<file path="config.mk">
export PLATFORM = sky130hd
export DESIGN_NAME = drti_cell
export DESIGN_NICKNAME = d
export VERILOG_FILES = /design/src/rtl/drti_pkg.sv /design/src/rtl/drti_cell.sv
export SDC_FILE = /design/constraint.sdc
export NUM_CORES = 1
export LEC_CHECK = 0
export BUFFER_PORTS_ARGS = -buffer_cell sky130_fd_sc_hd__buf_4
export CAP_MARGIN = 20
export CORE_UTILIZATION = 56
export DETAILED_ROUTE_END_ITERATION = 12
export PLACE_DENSITY = 0.81
export SYNTH_ARGS = -nofsm -noshare
export SYNTH_HDL_FRONTEND = slang
export SYNTH_SLANG_ARGS = --single-unit
export TNS_END_PERCENT = 5
</file>
<file path="constraint.sdc">
create_clock -name i_clk -period 6 [get_ports i_clk]
set_input_delay 1.2 -clock i_clk [delete_from_list [all_inputs] [get_ports i_clk]]
set_output_delay 1.2 -clock i_clk [all_outputs]
set_load 0.03 [all_outputs]
</file>
<file path="src/rtl/drti_pkg.sv">
package drti_pkg;

    localparam int MAX_RUNS = 64;
    localparam int CNT_W    = $clog2(MAX_RUNS + 1);
    localparam int BLK_W    = 31;
    localparam int LEN_W    = 32;

    // result status codes
    localparam logic [2:0] ST_PREV  = 3'd0;
    localparam logic [2:0] ST_NEXT  = 3'd1;
    localparam logic [2:0] ST_NEW   = 3'd2;
    localparam logic [2:0] ST_FULL  = 3'd3;
    localparam logic [2:0] ST_CLEAR = 3'd4;

    // command broadcast from the sequencer to every cell
    typedef struct packed {
        logic             eval;
        logic             prev;
        logic             next;
        logic             ins;
        logic [BLK_W-1:0] blk;
    } t_cmd;

    // per-cell match flags back to the sequencer
    typedef struct packed {
        logic is_last;
        logic prev_hit;
        logic next_hit;
    } t_flags;

endpackage

</file>
<file path="src/rtl/drti_cell.sv">
module drti_cell (
    input  logic                          i_clk,
    input  drti_pkg::t_cmd                i_cmd,
    input  logic                          i_occ,
    input  logic                          i_gt_left,
    input  logic                          i_gt_right,
    input  logic [drti_pkg::BLK_W-1:0]    i_start_left,
    input  logic [drti_pkg::LEN_W-1:0]    i_len_left,
    output logic                          o_gt,
    output logic [drti_pkg::BLK_W-1:0]    o_start,
    output logic [drti_pkg::LEN_W-1:0]    o_len,
    output drti_pkg::t_flags              o_flags
);

    logic [drti_pkg::BLK_W-1:0] r_start;
    logic [drti_pkg::LEN_W-1:0] r_len;
    logic                       r_gt;
    logic                       r_em;
    logic                       r_nm;
    logic [drti_pkg::BLK_W+1:0] w_end;
    logic [drti_pkg::BLK_W:0]   w_blk_inc;
    logic                       w_is_last;
    logic                       w_is_pos;

    assign w_end     = {2'b00, r_start} + {1'b0, r_len};
    assign w_blk_inc = {1'b0, i_cmd.blk} + {{drti_pkg::BLK_W{1'b0}}, 1'b1};
    assign w_is_last = r_gt & ~i_gt_right;
    assign w_is_pos  = i_gt_left & ~r_gt & i_occ;

    // match flags, taken while the stored run holds still
    always_ff @(posedge i_clk) begin
        if (i_cmd.eval) begin
            r_gt <= i_occ && (i_cmd.blk > r_start);
            r_em <= (w_end == {2'b00, i_cmd.blk});
            r_nm <= (r_start != '0) && (w_blk_inc == {1'b0, r_start});
        end
    end

    // run update: grow in place, grow downward, or shift right on insert
    always_ff @(posedge i_clk) begin
        if (i_cmd.prev && w_is_last) begin
            r_len <= r_len + {{(drti_pkg::LEN_W-1){1'b0}}, 1'b1};
        end else if (i_cmd.next && w_is_pos) begin
            r_start <= i_cmd.blk;
            r_len   <= r_len + {{(drti_pkg::LEN_W-1){1'b0}}, 1'b1};
        end else if (i_cmd.ins && !r_gt) begin
            if (i_gt_left) begin
                r_start <= i_cmd.blk;
                r_len   <= {{(drti_pkg::LEN_W-1){1'b0}}, 1'b1};
            end else begin
                r_start <= i_start_left;
                r_len   <= i_len_left;
            end
        end
    end

    assign o_gt             = r_gt;
    assign o_start          = r_start;
    assign o_len            = r_len;
    assign o_flags.is_last  = w_is_last;
    assign o_flags.prev_hit = w_is_last & r_em;
    assign o_flags.next_hit = w_is_pos & r_nm;

endmodule

</file>
==> qor.yml <==
power_and_ir_drop:
  pwr-share-seq_pct: 30.0
  clkPwrFrac_pct: 29.7
  peakVddDrop_uv: 146
  comb_power_share_pct: 40.3
  intPower_mw: 1.32
  p_sw_share_pct: 38.1
  pwr_density_cell_nw_per_um2: 233
  cellLeakagePower_nw: 3.75
  power.switching_mw: 0.812
setup_path:
  reg2reg_depth: 10
  worstPathArrival_ns: 4.02
  worstPathRequired_ns: 6.19
  r2r_end: "r_em$_DFFE_PP_"
  r2r_setup_slack_ns: 2.37
  rr_startpoint: "o_len[22]$_DFFE_PP_"
  path_max_fanout: 8
  endpoint_kind: "flop"
  start_kind: "primary input"
  crit_type: "primary input to flop"
synth:
  yosysTopAreaCellShare_pct: 26.6
  avgSynthCellArea_um2: 8.31
  synth_edf_count: 66
  syn-num-nets: 1062
  yosysSeqAreaShare_pct: 26.6
  synth-main-ff-cell: "edfxtp_1"
  syn-cell-area_um2: 7440
  synth_seq_cells: 66
  yosysWarnings: 0
  synth_area_leaders: "edfxtp_1 27%, ha_1 11%, xnor2_1 7.5%"
  ys_async_sr_fraction_pct: 0
  synth_top_area_cell: "edfxtp_1"
  postSynthCellCount: 895
  synth_cell_types: 62
clock_tree:
  clock_latency_ns: 0.35
  post_cts_buffers: 0
  postCtsHoldBufs: 0
  clk_pin_slew_ns: 0.06
  cts_buffer_depth: 2
  numCtsBuffers: 9
  cts.htree.levels: 3
  clock-sinks: 66
  cts_tree: "done"
  clockRootBuffer: "clkbuf_16"
  postCtsResizedCells: 0
floorplan:
  die_w_um: 117
  die-area_um2: 13700
  die_h_um: 117
  floorplan.initialDensity_pct: 58.2
  coreArea_um2: 12800
  io_pins: 169
  rows: 41
global_route:
  grt.total_usage_pct: 36.3
  grt_pass1_wl_um: 37500
  grt_max_degree: 37
  antenna_found_initial: 0
  grt_overflow_total: 0
  grt_pass1_vias: 7115
sta:
  slew_headroom_pct: 39.7
  hold_violations: 0
  finalSetupViolCount: 0
  worst_pin_slew_ns: 0.905
  fmax_mhz: 261
  min_period_ns: 3.83
  rsz0062_at_grt: "no"
  finalMaxSlewViolations: 0
  finalWorstSetupSlack_ns: 2.17
  min_period_over_period_pct: 63.8
  skew_ns: 0.00989
  setup_tns_ns: 0
final_layout:
  fillerInstances: 1065
  stdcell_count: 1221
  design_area_um2: 9160
  diodes: 0
  ff_latch_area_um2: 1980
  syn2layout_area_growth_pct: 23.1
  multiInputGateArea_um2: 5170
  nNetsFinal: 1211
  drive_gt1_share_pct: 21.7
drt:
  drtAntennaViolNets: 0
  drt-wirelength-per-cell_um: 20.0
  totalWireLength_um: 24400
  vias: 7587
  dr.pass1.iters: 5
  viasPerCell: 6.21
  drt_iter0_drc: 607
  drc: 0
outcome:
  status: "complete, no violations"
place:
  port_buffers: 168
  dp_hpwl_um: 18800
  preCtsSetupSlack_ns: 1.86
  gp_congestion: 0.934
  dp.cells: 1205
  place_area_um2: 8810
hold_path:
  hp-class: "flop to flop"
  hold_depth: 1
  hold_start: "o_len[0]$_DFFE_PP_"
  min_to: "o_len[0]$_DFFE_PP_"
job:
  maxCapViolations: 0
[worst max-delay path by stage]
stage / slack, ns / from / endpoint
floorplan: 1.29 / i_gt_left / o_len[0]$_DFFE_PP_
global placement: 1.90 / i_cmd[0] / r_nm$_DFFE_PP_
detailed placement: 1.86 / i_cmd[0] / r_nm$_DFFE_PP_
CTS: 2.21 / i_cmd[0] / r_nm$_DFFE_PP_
global route: 1.99 / i_cmd[2] / r_nm$_DFFE_PP_
finish: 2.17 / i_cmd[0] / r_nm$_DFFE_PP_
[power by group through the flow]
stage | logic [mW] | clock network [mW] | registers (mW)
2_1_floorplan | 0.499 | 0 | 0.690
4_1_cts | 0.844 | 0.632 | 0.637
3_5_place_dp | 0.836 | 0 | 0.646
6_report | 0.860 | 0.633 | 0.640
3_3_place_gp | 0.832 | 0 | 0.646
5_1_grt | 0.936 | 0.646 | 0.644
[routing by layer]
metal	GRT usage [%]	up-vias	wire length, um
li1	-	3623	-
met1	45.1	3531	10200
met2	60.1	346	11400
met5	0	-	0
met3	6.64	87	1630
met4	18.8	0	1130
[logic make-up (layout without fill, tap and decap cells)]
family / Yosys count / in the layout / synth area share [%]
AOI/OAI and AO/OA: 223 / 223 / 18.3
xor gates and xnor gates: 106 / 106 / 12.5
adders and majority gates: 65 / 65 / 11.0
buffers and inverters: 75 / 229 / 3.97
DFF: 66 / 66 / 26.6
muxes: 38 / 38 / 5.67
and+or+nand+nor: 322 / 322 / 21.9
[placed cells by master (no fill, tap or decap), types with 9 or more instances in the layout]
cell	netlist	layout
edfxtp_1	66	66
ha_1	64	64
mux2_2	33	33
o21ai_0	78	77
nand2b_1	13	13
nand4_1	29	29
buf_4	2	171
nand3_1	44	44
nor2_1	53	52
inv_1	42	42
a21oi_1	60	59
a21o_1	11	11
xor2_1	42	42
nor4_1	15	15
xnor2_1	64	64
clkbuf_16	0	9
nor3_1	18	18
nand2_1	91	91
and2_1	9	9
o211ai_1	10	10
and3_1	15	15
[flip-flops by register name, indices dropped and copies added (netlist names)]
| signal | cells |
|---|---|
| o_gt | 1 |
| o_len | 32 |
| o_start | 31 |
| r_em | 1 |
| r_nm | 1 |
[cell type report]
| type | count | area share (%) |
|---|---|---|
| multi-input combinational | 754 | 56.5 |
| sequential | 66 | 21.6 |
| timing repair buffer | 171 | 14.0 |
| clock buffer | 10 | 2.50 |
| tap | 172 | 2.35 |
| inverter | 42 | 1.72 |
| clock inverter | 6 | 1.26 |
[synth_stat cells, types with 3 or more instances]
cell	instances
and4_1	5
o2111ai_1	4
nor2_1	53
nor2b_1	8
a221oi_1	3
edfxtp_1	66
ha_1	64
a21oi_1	60
o211ai_1	10
o22ai_1	4
nor4_1	15
nand2_1	91
mux2_2	33
xnor2_1	64
o21a_1	8
and3_1	15
buf_1	4
nand4_1	29
or3_1	3
a31oi_1	8
a2111oi_0	5
or4_1	4
nand2b_1	13
a211o_1	5
mux2i_1	5
nand3b_1	4
nor3_1	18
a211oi_1	7
xor2_1	42
a21boi_0	3
and2_1	9
buf_2	5
clkbuf_1	22
nand3_1	44
o21ai_0	78
a21o_1	11
inv_1	42
[per-stage QoR]
step	hold slack, ns	util [%]	power [mW]
5_1_grt	0.739	71.7	2.23
6_report	0.714	71.7	2.13
3_3_place_gp	0.673	69.0	1.48
3_5_place_dp	0.697	69.0	1.48
2_1_floorplan	0.816	-	1.19
4_1_cts	0.710	71.7	2.11
[critical path: stages]
cell and delay (ns):
buf_4 0.12, ha_1 0.32, and2_2 0.27, nand4_4 0.17, or3_1 0.47, or4_1 0.55, nand2_1 0.08, nand4_1 0.09
or4_1 0.55, nor4_2 0.21
Note: power is estimated with default switching activity, not from simulation.
